==> src/hdl/tga_pkg.sv <==
//------------------------------------------------------------------------------
// tga_pkg
// Shared types and constants of the TGA run-length pixel decoder.
//------------------------------------------------------------------------------
`timescale 1ns / 1ps
`default_nettype none

package tga_pkg;

    localparam int DIMENSION_BITS_DEF = 15;
    localparam int QUEUE_DEPTH_DEF    = 4;
    localparam int CFG_INDEX_BITS     = 2;
    localparam int CFG_DATA_BITS      = 16;

    typedef enum logic [CFG_INDEX_BITS-1:0] {
        CFG_BYTES_PER_PIXEL = 2'd0,
        CFG_IMAGE_WIDTH     = 2'd1,
        CFG_IMAGE_HEIGHT    = 2'd2,
        CFG_UNUSED          = 2'd3
    } t_cfg_index;

    localparam logic [2:0] BPP_RESET    = 3'd4;
    localparam logic [2:0] BPP_BGR      = 3'd3;
    localparam logic [7:0] ALPHA_OPAQUE = 8'd255;
    localparam logic [8:0] RUN_BIAS     = 9'd127;

    // Finished pixel, as handed from the parser to the output stage.
    typedef struct packed {
        logic [23:0] held;
        logic [7:0]  last_byte;
        logic        bgr;
        logic [7:0]  repeat_count;
        logic        image_done;
        logic        overrun;
    } t_pix_rec;

endpackage

`default_nettype wire

==> src/hdl/tga_rle_pixel_decoder.sv <==
//------------------------------------------------------------------------------
// tga_rle_pixel_decoder
// Run-length decoder for TGA image data: bytes in, pixels with repeat
// counts out.
//------------------------------------------------------------------------------
// Input is a queue-style channel: a byte is taken when push is high and
// full is low. Results come out as a queue: while empty is low the oldest
// pixel is on the outputs, and pop with empty low takes it.
// One byte is taken every cycle while full is low; a pixel result appears
// after its last byte (3 or 4 bytes per pixel, plus one header byte per
// packet). The parser handles each byte combinationally, so the rate is
// one byte per clock. Empty falls once the record has passed the queue
// into the output register. A four-entry record queue plus the output
// register absorb a stalled receiver; full rises when the queue is full.
// Configuration writes (valid and ready, index 0 bytes per pixel, 1
// width, 2 height) restart decoding; full is high for the one cycle in
// which the pixel count is reloaded from width times height.
// Reset: bytes per pixel 4, width and height 1, header expected, no
// results waiting.
//------------------------------------------------------------------------------
`timescale 1ns / 1ps
`default_nettype none

module tga_rle_pixel_decoder
    import tga_pkg::*;
#(
    parameter int DIMENSION_BITS = DIMENSION_BITS_DEF,
    parameter int QUEUE_DEPTH    = QUEUE_DEPTH_DEF
) (
    input  wire logic                      i_clk,
    input  wire logic                      i_rst_n,
    input  wire logic                      push,
    output logic                           full,
    input  wire logic [7:0]                i_stream_byte,
    output logic                           empty,
    input  wire logic                      pop,
    output logic [7:0]                     o_pix_blue,
    output logic [7:0]                     o_pix_green,
    output logic [7:0]                     o_pix_red,
    output logic [7:0]                     o_pix_alpha,
    output logic [7:0]                     o_repeat_count,
    output logic                           o_image_done,
    output logic                           o_overrun,
    input  wire logic                      i_cfg_valid,
    output logic                           o_cfg_ready,
    input  wire logic [CFG_INDEX_BITS-1:0] i_cfg_index,
    input  wire logic [CFG_DATA_BITS-1:0]  i_cfg_data
);

    logic     q_full;
    logic     rec_push;
    t_pix_rec rec_in;
    logic     q_nonempty;
    logic     q_pop;
    t_pix_rec rec_out;

    tga_front #(
        .DIMENSION_BITS(DIMENSION_BITS)
    ) u_front (
        .i_clk        (i_clk),
        .i_rst_n      (i_rst_n),
        .i_push       (push),
        .i_stream_byte(i_stream_byte),
        .i_q_full     (q_full),
        .o_full       (full),
        .o_rec_push   (rec_push),
        .o_rec        (rec_in),
        .i_cfg_valid  (i_cfg_valid),
        .o_cfg_ready  (o_cfg_ready),
        .i_cfg_index  (i_cfg_index),
        .i_cfg_data   (i_cfg_data)
    );

    tga_queue #(
        .DEPTH(QUEUE_DEPTH)
    ) u_queue (
        .i_clk     (i_clk),
        .i_rst_n   (i_rst_n),
        .i_push    (rec_push),
        .i_rec     (rec_in),
        .o_full    (q_full),
        .i_pop     (q_pop),
        .o_nonempty(q_nonempty),
        .o_rec     (rec_out)
    );

    tga_back u_back (
        .i_clk         (i_clk),
        .i_rst_n       (i_rst_n),
        .i_q_nonempty  (q_nonempty),
        .i_rec         (rec_out),
        .o_q_pop       (q_pop),
        .i_pop         (pop),
        .o_empty       (empty),
        .o_pix_blue    (o_pix_blue),
        .o_pix_green   (o_pix_green),
        .o_pix_red     (o_pix_red),
        .o_pix_alpha   (o_pix_alpha),
        .o_repeat_count(o_repeat_count),
        .o_image_done  (o_image_done),
        .o_overrun     (o_overrun)
    );

endmodule

`default_nettype wire

==> src/hdl/tga_front.sv <==
//------------------------------------------------------------------------------
// tga_front
// Configuration registers, packet parser and pixel counters; emits one
// record per finished pixel.
//------------------------------------------------------------------------------
`timescale 1ns / 1ps
`default_nettype none

module tga_front
    import tga_pkg::*;
#(
    parameter int DIMENSION_BITS = DIMENSION_BITS_DEF
) (
    input  wire logic                      i_clk,
    input  wire logic                      i_rst_n,
    input  wire logic                      i_push,
    input  wire logic [7:0]                i_stream_byte,
    input  wire logic                      i_q_full,
    output logic                           o_full,
    output logic                           o_rec_push,
    output t_pix_rec                       o_rec,
    input  wire logic                      i_cfg_valid,
    output logic                           o_cfg_ready,
    input  wire logic [CFG_INDEX_BITS-1:0] i_cfg_index,
    input  wire logic [CFG_DATA_BITS-1:0]  i_cfg_data
);

    localparam int IL = 2 * DIMENSION_BITS;

    logic [2:0]                r_bpp;
    logic [DIMENSION_BITS-1:0] r_width;
    logic [DIMENSION_BITS-1:0] r_height;
    logic                      r_reload;

    logic        r_expect_header, n_expect_header;
    logic        r_run, n_run;
    logic        r_clipped, n_clipped;
    logic [7:0]  r_packet_left, n_packet_left;
    logic [1:0]  r_pos, n_pos;
    logic [23:0] r_held, n_held;
    logic [IL-1:0] r_image_left, n_image_left;

    logic [DIMENSION_BITS-1:0] w_dim;
    logic [DIMENSION_BITS-1:0] h_dim;
    logic [IL-1:0]             total;
    logic                      cfg_we;
    logic                      accept;
    logic                      bgr;
    logic                      pix_last;
    logic [8:0]                hdr_cnt;
    logic                      hdr_clip;
    logic [7:0]                rep;
    logic [IL-1:0]             rep_ext;
    logic [IL-1:0]             left_sub;
    logic                      done;

    assign o_cfg_ready = 1'b1;
    assign cfg_we      = i_cfg_valid && (t_cfg_index'(i_cfg_index) != CFG_UNUSED);
    assign o_full      = i_q_full || r_reload;
    assign accept      = i_push && !o_full;

    assign w_dim = (r_width == '0)  ? DIMENSION_BITS'(1) : r_width;
    assign h_dim = (r_height == '0) ? DIMENSION_BITS'(1) : r_height;
    assign total = IL'(w_dim) * IL'(h_dim);

    assign bgr      = (r_bpp == BPP_BGR);
    assign pix_last = bgr ? (r_pos == 2'd2) : (r_pos == 2'd3);
    assign hdr_cnt  = i_stream_byte[7] ? ({1'b0, i_stream_byte} - RUN_BIAS)
                                       : ({1'b0, i_stream_byte} + 9'd1);
    assign hdr_clip = IL'(hdr_cnt) > r_image_left;
    assign rep      = r_run ? r_packet_left : 8'd1;
    assign rep_ext  = IL'(rep);
    assign left_sub = (r_image_left >= rep_ext) ? (r_image_left - rep_ext) : '0;
    assign done     = (left_sub == '0);

    always_comb begin
        n_expect_header = r_expect_header;
        n_run           = r_run;
        n_clipped       = r_clipped;
        n_packet_left   = r_packet_left;
        n_pos           = r_pos;
        n_held          = r_held;
        n_image_left    = r_image_left;
        o_rec_push      = 1'b0;
        o_rec.held         = r_held;
        o_rec.last_byte    = i_stream_byte;
        o_rec.bgr          = bgr;
        o_rec.repeat_count = rep;
        o_rec.image_done   = done;
        o_rec.overrun      = r_clipped;
        if (accept) begin
            if (r_expect_header) begin
                n_run           = i_stream_byte[7];
                n_clipped       = hdr_clip;
                n_packet_left   = hdr_clip ? r_image_left[7:0] : hdr_cnt[7:0];
                n_expect_header = 1'b0;
                n_pos           = 2'd0;
                n_held          = '0;
            end else if (!pix_last) begin
                unique case (r_pos)
                    2'd0:    n_held[7:0]   = i_stream_byte;
                    2'd1:    n_held[15:8]  = i_stream_byte;
                    default: n_held[23:16] = i_stream_byte;
                endcase
                n_pos = r_pos + 2'd1;
            end else begin
                o_rec_push    = 1'b1;
                n_pos         = 2'd0;
                n_held        = '0;
                n_packet_left = r_run ? 8'd0
                              : ((r_packet_left != 8'd0) ? r_packet_left - 8'd1 : 8'd0);
                n_image_left  = left_sub;
                if (n_packet_left == 8'd0) begin
                    n_expect_header = 1'b1;
                end
                if (done) begin
                    n_image_left    = total;
                    n_expect_header = 1'b1;
                    n_packet_left   = 8'd0;
                    n_clipped       = 1'b0;
                end
            end
        end
    end

    always_ff @(posedge i_clk) begin
        if (!i_rst_n) begin
            r_bpp           <= BPP_RESET;
            r_width         <= DIMENSION_BITS'(1);
            r_height        <= DIMENSION_BITS'(1);
            r_reload        <= 1'b0;
            r_expect_header <= 1'b1;
            r_run           <= 1'b0;
            r_clipped       <= 1'b0;
            r_packet_left   <= '0;
            r_pos           <= '0;
            r_held          <= '0;
            r_image_left    <= IL'(1);
        end else if (cfg_we) begin
            unique case (t_cfg_index'(i_cfg_index))
                CFG_BYTES_PER_PIXEL: r_bpp    <= i_cfg_data[2:0];
                CFG_IMAGE_WIDTH:     r_width  <= i_cfg_data[DIMENSION_BITS-1:0];
                CFG_IMAGE_HEIGHT:    r_height <= i_cfg_data[DIMENSION_BITS-1:0];
                default:             r_bpp    <= r_bpp;
            endcase
            r_reload        <= 1'b1;
            r_expect_header <= 1'b1;
            r_run           <= 1'b0;
            r_clipped       <= 1'b0;
            r_packet_left   <= '0;
            r_pos           <= '0;
            r_held          <= '0;
        end else if (r_reload) begin
            r_reload     <= 1'b0;
            r_image_left <= total;
        end else begin
            r_expect_header <= n_expect_header;
            r_run           <= n_run;
            r_clipped       <= n_clipped;
            r_packet_left   <= n_packet_left;
            r_pos           <= n_pos;
            r_held          <= n_held;
            r_image_left    <= n_image_left;
        end
    end

    a_image_left_nonzero: assert property (@(posedge i_clk) disable iff (!i_rst_n)
        r_image_left != '0)
        else $error("image pixel count reached zero without reload");

    a_packet_open_nonempty: assert property (@(posedge i_clk) disable iff (!i_rst_n)
        !r_expect_header |-> (r_packet_left != 8'd0))
        else $error("packet open with no pixels left");

    a_rec_repeat_nonzero: assert property (@(posedge i_clk) disable iff (!i_rst_n)
        o_rec_push |-> (o_rec.repeat_count != 8'd0) && !r_reload)
        else $error("pixel record with zero repeat count");

endmodule

`default_nettype wire

==> src/hdl/tga_queue.sv <==
//------------------------------------------------------------------------------
// tga_queue
// Short register queue of pixel records between parser and output stage.
//------------------------------------------------------------------------------
`timescale 1ns / 1ps
`default_nettype none

module tga_queue
    import tga_pkg::*;
#(
    parameter int DEPTH = QUEUE_DEPTH_DEF
) (
    input  wire logic     i_clk,
    input  wire logic     i_rst_n,
    input  wire logic     i_push,
    input  wire t_pix_rec i_rec,
    output logic          o_full,
    input  wire logic     i_pop,
    output logic          o_nonempty,
    output t_pix_rec      o_rec
);

    localparam int AW = $clog2(DEPTH);
    localparam int CW = $clog2(DEPTH + 1);

    t_pix_rec        r_mem [DEPTH];
    logic [AW-1:0]   r_wr;
    logic [AW-1:0]   r_rd;
    logic [CW-1:0]   r_count;
    logic            do_push;
    logic            do_pop;

    assign o_full     = (r_count == CW'(DEPTH));
    assign o_nonempty = (r_count != '0);
    assign do_push    = i_push && !o_full;
    assign do_pop     = i_pop && o_nonempty;
    assign o_rec      = r_mem[r_rd];

    always_ff @(posedge i_clk) begin
        if (do_push) begin
            r_mem[r_wr] <= i_rec;
        end
    end

    always_ff @(posedge i_clk) begin
        if (!i_rst_n) begin
            r_wr    <= '0;
            r_rd    <= '0;
            r_count <= '0;
        end else begin
            if (do_push) begin
                r_wr <= (r_wr == AW'(DEPTH - 1)) ? '0 : r_wr + AW'(1);
            end
            if (do_pop) begin
                r_rd <= (r_rd == AW'(DEPTH - 1)) ? '0 : r_rd + AW'(1);
            end
            unique case ({do_push, do_pop})
                2'b10:   r_count <= r_count + CW'(1);
                2'b01:   r_count <= r_count - CW'(1);
                default: r_count <= r_count;
            endcase
        end
    end

    a_count_bound: assert property (@(posedge i_clk) disable iff (!i_rst_n)
        r_count <= CW'(DEPTH))
        else $error("queue count beyond depth");

    a_push_lands: assert property (@(posedge i_clk) disable iff (!i_rst_n)
        do_push |=> o_nonempty)
        else $error("pushed record lost");

endmodule

`default_nettype wire

==> src/hdl/tga_back.sv <==
//------------------------------------------------------------------------------
// tga_back
// Output stage: formats pixel records into result fields and holds the
// oldest result until it is popped.
//------------------------------------------------------------------------------
`timescale 1ns / 1ps
`default_nettype none

module tga_back
    import tga_pkg::*;
(
    input  wire logic     i_clk,
    input  wire logic     i_rst_n,
    input  wire logic     i_q_nonempty,
    input  wire t_pix_rec i_rec,
    output logic          o_q_pop,
    input  wire logic     i_pop,
    output logic          o_empty,
    output logic [7:0]    o_pix_blue,
    output logic [7:0]    o_pix_green,
    output logic [7:0]    o_pix_red,
    output logic [7:0]    o_pix_alpha,
    output logic [7:0]    o_repeat_count,
    output logic          o_image_done,
    output logic          o_overrun
);

    logic r_valid;

    assign o_empty = !r_valid;
    assign o_q_pop = i_q_nonempty && (!r_valid || i_pop);

    always_ff @(posedge i_clk) begin
        if (!i_rst_n) begin
            r_valid <= 1'b0;
        end else if (o_q_pop) begin
            r_valid <= 1'b1;
        end else if (i_pop) begin
            r_valid <= 1'b0;
        end
    end

    always_ff @(posedge i_clk) begin
        if (o_q_pop) begin
            o_pix_blue     <= i_rec.held[7:0];
            o_pix_green    <= i_rec.held[15:8];
            o_pix_red      <= i_rec.bgr ? i_rec.last_byte : i_rec.held[23:16];
            o_pix_alpha    <= i_rec.bgr ? ALPHA_OPAQUE : i_rec.last_byte;
            o_repeat_count <= i_rec.repeat_count;
            o_image_done   <= i_rec.image_done;
            o_overrun      <= i_rec.overrun;
        end
    end

    a_refill_after_pop: assert property (@(posedge i_clk) disable iff (!i_rst_n)
        (i_pop && r_valid && i_q_nonempty) |=> r_valid)
        else $error("waiting record not moved to output");

endmodule

`default_nettype wire

==> config.mk <==
export PLATFORM = sky130hd
export DESIGN_NAME = tga_rle_pixel_decoder
export DESIGN_NICKNAME = d
export VERILOG_FILES = /design/src/hdl/tga_pkg.sv /design/src/hdl/tga_rle_pixel_decoder.sv /design/src/hdl/tga_front.sv /design/src/hdl/tga_queue.sv /design/src/hdl/tga_back.sv
export SDC_FILE = /design/constraint.sdc
export NUM_CORES = 1
export LEC_CHECK = 0
export BUFFER_PORTS_ARGS = -buffer_cell sky130_fd_sc_hd__buf_4
export CORE_UTILIZATION = 57
export CTS_CLUSTER_DIAMETER = 40
export DETAILED_ROUTE_END_ITERATION = 16
export PLACE_DENSITY = 0.89
export SLEW_MARGIN = 20
export SYNTH_ARGS = -nofsm -noshare
export SYNTH_HDL_FRONTEND = slang
export SYNTH_SLANG_ARGS = --single-unit
==> constraint.sdc <==
create_clock -name i_clk -period 6.52 [get_ports i_clk]
set_clock_uncertainty 0.1 [all_clocks]
set_input_delay 1.304 -clock i_clk [delete_from_list [all_inputs] [get_ports i_clk]]
set_output_delay 1.304 -clock i_clk [all_outputs]
set_load 0.03 [all_outputs]
Word level (Yosys, flattened, before mapping)
Memories as Yosys holds them, arrays and structs flattened. A register that Yosys moved wholly into a read port is not among the register bits.
Index checks and enable logic that the tools add are counted.
- register bits: 151
- latch bits: 0
- RAM bits: 172
- memory bits (read-only): 0
- input port bits: 31
- memories kept: 1
- memories (memory ; depth ; bits a word ; read ports ; clocked after memory_dff ; write ports ; RTL line ; source):
    u_queue.r_mem ; 4 ; 43 ; 1 ; 1 ; 1 ; tga_queue.sv:26 ; t_pix_rec r_mem [DEPTH];
- add/sub/neg operators: 9
- multiply operators: 1
- divide/modulo/power cells: 0
- $lt $le $gt $ge: 2
- eq/ne operators: 14
- shift-type cells: 0
- mux-type cells: 45
- bitwise logic cells: 3
- reductions and logical operators: 39
- operators with widths (cell ; count):
    $mux W30 ; 6
    $mux W8 ; 11
    $mux W24 ; 2
    $ge A30 B8 Y1 ; 1
    $gt A9 B30 Y1 ; 1
    $logic_not A15 Y1 ; 2
    $logic_not A30 Y1 ; 1
    $mul A15 B15 Y30 ; 1
    $mux W15 ; 2
    $sub A30 B8 Y30 ; 1
    $mux W1 ; 16
    $reduce_and A3 Y1 ; 5
    $eq A2 B2 Y1 const B ; 6
    $mux W2 ; 6
    $reduce_bool A2 Y1 ; 6
    $add A8 B1 Y9 const B ; 1
    $mux W9 ; 1
    $reduce_bool A3 Y1 ; 3
    $sub A8 B7 Y9 const B ; 1
    $logic_not A8 Y1 ; 1
    $reduce_and A2 Y1 ; 4
    $reduce_and A4 Y1 ; 2
    $reduce_bool A8 Y1 ; 1
    $sub A8 B1 Y8 const B ; 1
    16 further kinds ; 31

Longest topological paths before layout
Gate-level depths: netlist of run 1.
- depth in word-level cells: 9
- gate-level depth with buffers: 29
- gate-level depth less buffers: 26

Hierarchy
A second synthesis of run 1 with hierarchy kept.
- cells, all modules: 1985
- area total of the unflattened synthesis: 21607.0 µm²
- modules (own cells, without submodules) (module ; times used ; cells each ; area each (µm²) ; sequential area each (µm²)):
    tga_front ; 1 ; 1639 ; 13372.8 ; 2021.9
    tga_queue ; 1 ; 281 ; 6755.2 ; 5345.1
    tga_back ; 1 ; 65 ; 1478.9 ; 1281.2

Worst setup path before layout of run 1
Ideal clock, no wire load.
- kind: register to register
- start point: register u_front.r_height[8]
- end point: register u_front.r_image_left[24]
- setup time: 0.128 ns
- arrival time: 6.560 ns
- setup slack: -0.268 ns
- cell stages (with the launch flop): 25
- clock period less this slack: 6.788 ns
- path through: dfxtp_1 -> clkbuf_1 -> nor4_1 -> a41oi_1 -> clkbuf_1 -> nor2b_1 -> fa_1 -> inv_1 -> fa_1 -> inv_1 -> fa_1 -> fa_1 -> fa_1 -> inv_1 -> fa_1 -> inv_1 -> ha_1 -> and3_1 -> clkbuf_1 -> a221o_1 -> o311ai_0 -> o21ai_0 -> xor2_1 -> a221oi_1 -> nor2_1
- longest elaborated chain between the ends: 8
- RTL lines (what ; RTL line ; source):
    start: declaration ; tga_front.sv:32 ; logic [DIMENSION_BITS-1:0] r_height;
    start signal: assignment ; tga_front.sv:143 ; CFG_IMAGE_HEIGHT: r_height <= i_cfg_data[DIMENSION_BITS-1:0];
    $logic_not A15 Y1 ; tga_front.sv:63 ; assign h_dim = (r_height == '0) ? DIMENSION_BITS'(1) : r_height;
    $mux W15 * ; tga_front.sv:63 ;
    $mul A15 B15 Y30 * ; tga_front.sv:64 ; assign total = IL'(w_dim) * IL'(h_dim);
    $mux W30 ; tga_front.sv:116 ; if (done) begin
    $mux W30 ; tga_front.sv:99 ; end else if (!pix_last) begin
    $mux W30 ; tga_front.sv:92 ; if (r_expect_header) begin
    $mux W30 ; tga_front.sv:91 ; if (accept) begin
    $mux W30 * ; tga_front.sv:153 ; end else if (r_reload) begin
    end signal: assignment ; tga_front.sv:155 ; r_image_left <= total;
    end signal: assignment ; tga_front.sv:163 ; r_image_left <= n_image_left;
    end: declaration ; tga_front.sv:41 ; logic [IL-1:0] r_image_left, n_image_left;
Mark *: on every way between the ends. The rest lies on a longest branch, timed or not. The select of a mux whose other input is x is not followed.
A chain may end at the register's enable or synchronous reset.

Worst setup path after layout of run 1
- start point: register u_front.r_height[10]
- end point: register u_front.r_image_left[23]
Same word-level chain as after synthesis.

==> results of run 1 <==
==> logic make-up (layout without fill, tap and decap cells) <==
family,Yosys count,after routing,synth area share
AND/OR/NAND/NOR,627,627,0.1457
buffers and inverters,333,458,0.05945
flip-flops,325,325,0.4037
adder cells (fa/ha/maj),290,290,0.2286
AO/OA/AOI/OAI,282,282,0.08440
multiplexers,68,68,0.05759
XOR/XNOR,49,49,0.02038
other,1,2,0.0001750
==> worst paths after layout <==
check	startpoint	endpoint	slack (ns)	cells past startpoint
setup / recovery	u_front.r_height[10]$_SDFFE_PN0P_	u_front.r_image_left[23]$_SDFFE_PN0P_	-0.008	26
hold reg to reg	u_front.r_width[0]$_SDFFE_PN1P_	u_front.r_width[0]$_SDFFE_PN1P_	0.38	2
hold / removal	u_front.r_width[0]$_SDFFE_PN1P_	u_front.r_width[0]$_SDFFE_PN1P_	0.38	2
setup reg to reg	u_front.r_height[10]$_SDFFE_PN0P_	u_front.r_image_left[23]$_SDFFE_PN0P_	-0.008	26
==> per-stage QoR <==
step	std cells	worst slack, ns	area (um2)	utilization	hold slack, ns
6_report	2569	-0.007963	24480	0.6654	0.3798
5_1_grt	2569	-0.2124	24480	0.6654	0.3973
4_1_cts	2564	-0.007792	24230	0.6587	0.3821
3_5_place_dp	2486	-0.2461	22730	0.6180	0.3660
3_3_place_gp	2486	-0.1177	22720	0.6177	0.3544
2_1_floorplan	1975	0.01062	21430	-	0.3417
==> final cells by class <==
class | count | area share
repair buffers | 147 | 0.04652
diodes | 1 | 0.0001022
clock buffers | 47 | 0.04406
flip-flops and latches | 325 | 0.3542
clock inverters | 29 | 0.01324
inverters | 235 | 0.03604
multi-input cells | 1317 | 0.4819
well taps | 468 | 0.02392
==> metal layers <==
metal  vias to the layer above  wire (um)  global-route usage
met5                         -          0                   0
met1                      7944      20120              0.3552
met3                       284       5272             0.04951
met2                      1049      29890              0.5487
li1                       6928          -                   -
met4                         0       3574              0.1730
==> state kept, by name (all words and copies together), names as in the netlist, 2 cells and up, named ones only <==
register	cells
u_front.r_held	24
u_front.r_width	15
u_queue.r_rd	2
u_back.o_pix_blue	8
u_front.r_pos	2
u_back.o_pix_red	8
u_back.o_pix_green	8
u_front.r_height	15
u_back.o_repeat_count	8
u_back.o_pix_alpha	8
u_front.r_packet_left	8
u_queue.r_wr	2
u_queue.r_mem	172
u_front.r_bpp	3
u_front.r_image_left	30
u_queue.r_count	3
==> where the power goes <==
part / total, mW / internal, mW / switching, mW
Clock: 2.31 / 1.32 / 0.993
Combinational: 2.02 / 0.769 / 1.25
Sequential: 2.57 / 2.45 / 0.113
==> cell usage after synthesis, drive strengths merged (29+ instances only) <==
cell type	count
inv	235
nand2	233
edfxtp	214
fa	169
ha	121
and2	117
dfxtp	111
a21oi	110
clkbuf	88
nor2	81
o21ai	51
mux4	43
nand3	40
nor3	29
==> critical path, delay by kind of cell (launching register included) <==
| kind | cells | cell delay (ns) |
|---|---|---|
| multiplexers | 1 | 0.13 |
| AND/OR/NAND/NOR | 3 | 0.74 |
| flip-flops | 1 | 0.33 |
| AO/OA/AOI/OAI | 8 | 1.46 |
| XOR/XNOR | 1 | 0.19 |
| adder cells (fa/ha/maj) | 7 | 2.85 |
| buffers and inverters | 6 | 0.60 |
==> cell usage in the layout (no fill, tap or decap), types with 80 or more instances in the layout <==
master and count:
a21oi_1 103, and2_1 112, buf_4 141, dfxtp_1 96, edfxtp_1 214, fa_1 164, ha_1 118, inv_1 225
nand2_1 233, nor2_1 80
==> repair_timing <==
item / in CTS / in global routing
setup buffers: 2 / 7
pin swaps: 8 / 49
resized for setup: 18 / 60
hold buffers: 0 / 0
cloned: 0 / 0
setup endpoints to repair: 13 / 16
==> results.yml, run 1 <==
worst_setup_path:
  critical_path.max_stage_delay_ns: 0.50
  critPathKind: "register to register"
  worstPathRequired_ns: 6.84
  worst_path_max_delay_cell: "fa_1"
  cp_data_arrival_time_ns: 6.85
  crit_path_max_fanout: 4
  start_kind: "register"
  cpMostUsedCell: "fa_1"
  end_kind: "register"
floorplanning:
  core.rowCount: 70
  die_x_um: 195.9
  initial_core_util: 0.5824
  die_h_um: 195.9
  core-area_um2: 36790
  ioPinCount: 76
  die-area_um2: 38360
min_path:
  holdCritPathClass: "register to register"
cells_and_area:
  area_growth_pct: 14.26
  multiInputGateArea_um2: 11800
  final_layout_size_suffix_gt1_frac: 0.1757
  nNetsFinal: 2388
  final-seq-area_um2: 8670
  fillers: 2509
power:
  peakVddDrop_mv: 0.2246
  p_leak_nw: 10.23
  p_per_area_nw_per_um2: 281.8
  total_power_mw: 6.897
timing:
  fin_setup_tns_ns: -0.007963
  setup_viol: 1
  period_share: 1.001
  maxSlewViolCount: 0
  timing.fmax_ghz: 0.1532
  rsz0062_at_grt: "yes"
  slew_headroom: 0.2430
  worst_pin_slew_ns: 1.135
  fin_crit_ns: 6.528
  fin_ws_ns: -0.007963
  hold_viol_final: 0
synth:
  synth_top_cell_by_area: "edfxtp_1"
  postSynthAreaPerCell_um2: 10.85
  yosysSeqAreaShare: 0.4037
  ys_ff_latch: 325
  netlist_instances: 1975
  syn_area_um2: 21420
  yosysTopAreaCellShare: 0.3000
  synth_cell_types: 85
  synthTopCellsByArea: "edfxtp_1 (30%), fa_1 (16%), dfxtp_1 (10%)"
  synth_edf_count: 214
  ys_warn_count: 0
  ys.flop_type: "edfxtp_1"
  syn-num-nets: 2296
  synth-async-reset-ratio: 0
route:
  via_per_inst: 6.308
  wl_per_cell_um: 22.91
  antenna_left: 0
  drt-initial-drc-count: 1761
  wl_um: 58850
  route.vias.total: 16205
  first_pass_iters: 7
  drc: 0
clock_tree:
  cts_buffers: 41
  clk_latency_ns: 0.57
  cts_tree: "built"
  h-tree-depth: 2
  cts-root-buf: "clkbuf_16"
  path_clk_slew_ns: 0.06
  clk_path_buf_depth: 3
  cts.sinks: 325
global_route:
  grt_max_degree: 55
  first_global_vias: 17008
  antenna_found_initial: 1
  grt_overflow_total: 0
  track_usage: 0.3088
  grt_pass1_wl_um: 91340
job:
  cap_violations: 0
place:
  hpwlAfterDp_um: 37580
  routabilityCongestion: 0.9003
  portBuffers: 73
outcome:
  violations: "negative setup slack"
  outcome: "finished with violations"
Note: power is estimated with default switching activity, not from simulation.
==> run 2: changes to the inputs <==
MAX_ROUTING_LAYER = met4   (was unset)
==> results.yml, run 2 (synthesized netlist as in run 1, its figures left out) <==
outcome:
  outcome: "completed"
route:
  antenna_left: 0
  wl_um: 57020
  drc: 0
  first_pass_iters: 10
  wl_per_cell_um: 22.22
  route.vias.total: 16041
  drt-initial-drc-count: 1845
  via_per_inst: 6.251
power:
  p_leak_nw: 10.19
  total_power_mw: 6.812
  p_comb_frac: 0.293
  power.internal_mw: 4.466
  switching_share: 0.3444
  seq_power_share: 0.379
  p_clk_frac: 0.328
  p_per_area_nw_per_um2: 279.7
  p_switching_mw: 2.346
  peakVddDrop_mv: 0.1855
worst_setup_path:
  critPathBufInv: 5
  start_kind: "register"
  end_kind: "register"
  critical_path.max_stage_delay_ns: 0.48
  worstPathRequired_ns: 6.84
  crit_path_max_fanout: 4
  critPathKind: "register to register"
  worst_path_max_delay_cell: "fa_1"
  path_delay_family: "adder cells"
  cp_data_arrival_time_ns: 6.70
  cpMostUsedCell: "fa_1"
global_route:
  grt_max_degree: 55
  antenna_found_initial: 0
  grt_overflow_total: 0
  grt_pass1_wl_um: 89360
  track_usage: 0.3101
  first_global_vias: 16719
cells_and_area:
  regMostFlops: "u_queue.r_mem"
  largest_register_ffs: 172
  nNetsFinal: 2386
  top_regs: "u_queue.r_mem x172, u_front.r_image_left x30, u_front.r_held x24"
  multiInputGateArea_um2: 11770
  fillers: 2472
  final_layout_size_suffix_gt1_frac: 0.1725
  area_growth_pct: 13.67
  n_antenna_cell: 0
  final_util: 0.6620
  final_common_cell: "nand2_1"
  final-seq-area_um2: 8665
  final_cell_mix: "nand2_1 (233), inv_1 (223), edfxtp_1 (214)"
clock_tree:
  cts.sinks: 325
  path_clk_slew_ns: 0.05
  cts_buffers: 41
  h-tree-depth: 2
  clk_path_buf_depth: 3
  cts-root-buf: "clkbuf_16"
  cts_tree: "built"
  clk_latency_ns: 0.58
job:
  cap_violations: 0
timing:
  slew_headroom: 0.2999
  setup_viol: 0
  timing.fmax_ghz: 0.1568
  maxSlewViolCount: 0
  period_share: 0.9783
  worst_pin_slew_ns: 1.042
  fin_ws_ns: 0.1418
  rsz0062_at_grt: "yes"
  fin_setup_tns_ns: 0
  whs_ns: 0.3791
  hold_viol_final: 0
  fin_crit_ns: 6.378
floorplanning:
  ioPinCount: 76
  die_x_um: 195.9
  die-area_um2: 38360
  core-area_um2: 36790
  core.rowCount: 70
  initial_core_util: 0.5824
  die_h_um: 195.9
place:
  routabilityCongestion: 0.9290
  portBuffers: 73
  hpwlAfterDp_um: 36700
  pre_cts_ws_ns: -0.1899
min_path:
  holdCritPathClass: "register to register"
## run 2: worst reg2reg max path: stages, from the launching register on
cell and delay, ns:
dfxtp_2 0.33, nor4_4 0.37, a41oi_4 0.24, buf_6 0.20
nor2b_4 0.11, fa_1 0.45, inv_2 0.09, fa_2 0.43
inv_1 0.08, fa_1 0.46, ha_4 0.24, fa_1 0.49
inv_1 0.05, fa_1 0.48, inv_1 0.05, ha_1 0.28
or2_2 0.30, a21oi_2 0.14, a21oi_2 0.06, a2111o_1 0.46
a31oi_1 0.24, o21ba_2 0.16, o21bai_1 0.07, xor2_1 0.15
mux2i_1 0.13, a21oi_1 0.08
## run 2: through the flow
| stage | instance area, um2 | cells |
|---|---|---|
| finish | 24350 | 2566 |
| global route | 24350 | 2566 |
| CTS | 24190 | 2564 |
| detailed placement | 22750 | 2489 |
| global placement | 22740 | 2489 |
| floorplan | 21430 | 1975 |
## run 2: repair_timing
item,4_1_cts,5_1_grt
setup buffers,0,4
hold buffers,0,0
gates resized for setup,17,51
pin swaps,3,32
endpoints found under the setup margin,10,14
## run 2: final cells by class
cell class / count / area share
tap: 468 / 0.02405
sequential: 325 / 0.3558
multi-input combinational: 1317 / 0.4834
clock buffer: 45 / 0.04275
inverter: 235 / 0.03627
clock inverter: 31 / 0.01259
timing repair buffer: 145 / 0.04516
## run 2: layer usage
layer  vias to the layer above  part of all wire  track usage
met5                         -                 0            -
met4                         0             0.055       0.1493
met3                       268             0.086      0.04710
met2                       993              0.51       0.5384
met1                      7855              0.35       0.3513
li1                       6925                 -            -
## run 2: path summary, 6_finish.rpt
kind	start	to	slack, ns	cells past startpoint
setup / recovery	u_front.r_height[7]$_SDFFE_PN0P_	u_front.r_image_left[23]$_SDFFE_PN0P_	0.14	25
hold reg to reg	u_front.r_width[8]$_SDFFE_PN0P_	u_front.r_width[8]$_SDFFE_PN0P_	0.38	2
setup reg to reg	u_front.r_height[7]$_SDFFE_PN0P_	u_front.r_image_left[23]$_SDFFE_PN0P_	0.14	25
hold / removal	u_front.r_width[8]$_SDFFE_PN0P_	u_front.r_width[8]$_SDFFE_PN0P_	0.38	2
## run 2: power groups by stage
stage	clock, mW	sequential, mW	combinational, mW
3_3_place_gp	0	2.60	1.85
2_1_floorplan	0	2.86	1.07
4_1_cts	2.24	2.58	1.98
3_5_place_dp	0	2.61	1.92
6_report	2.23	2.58	2.00
5_1_grt	2.32	2.60	2.11
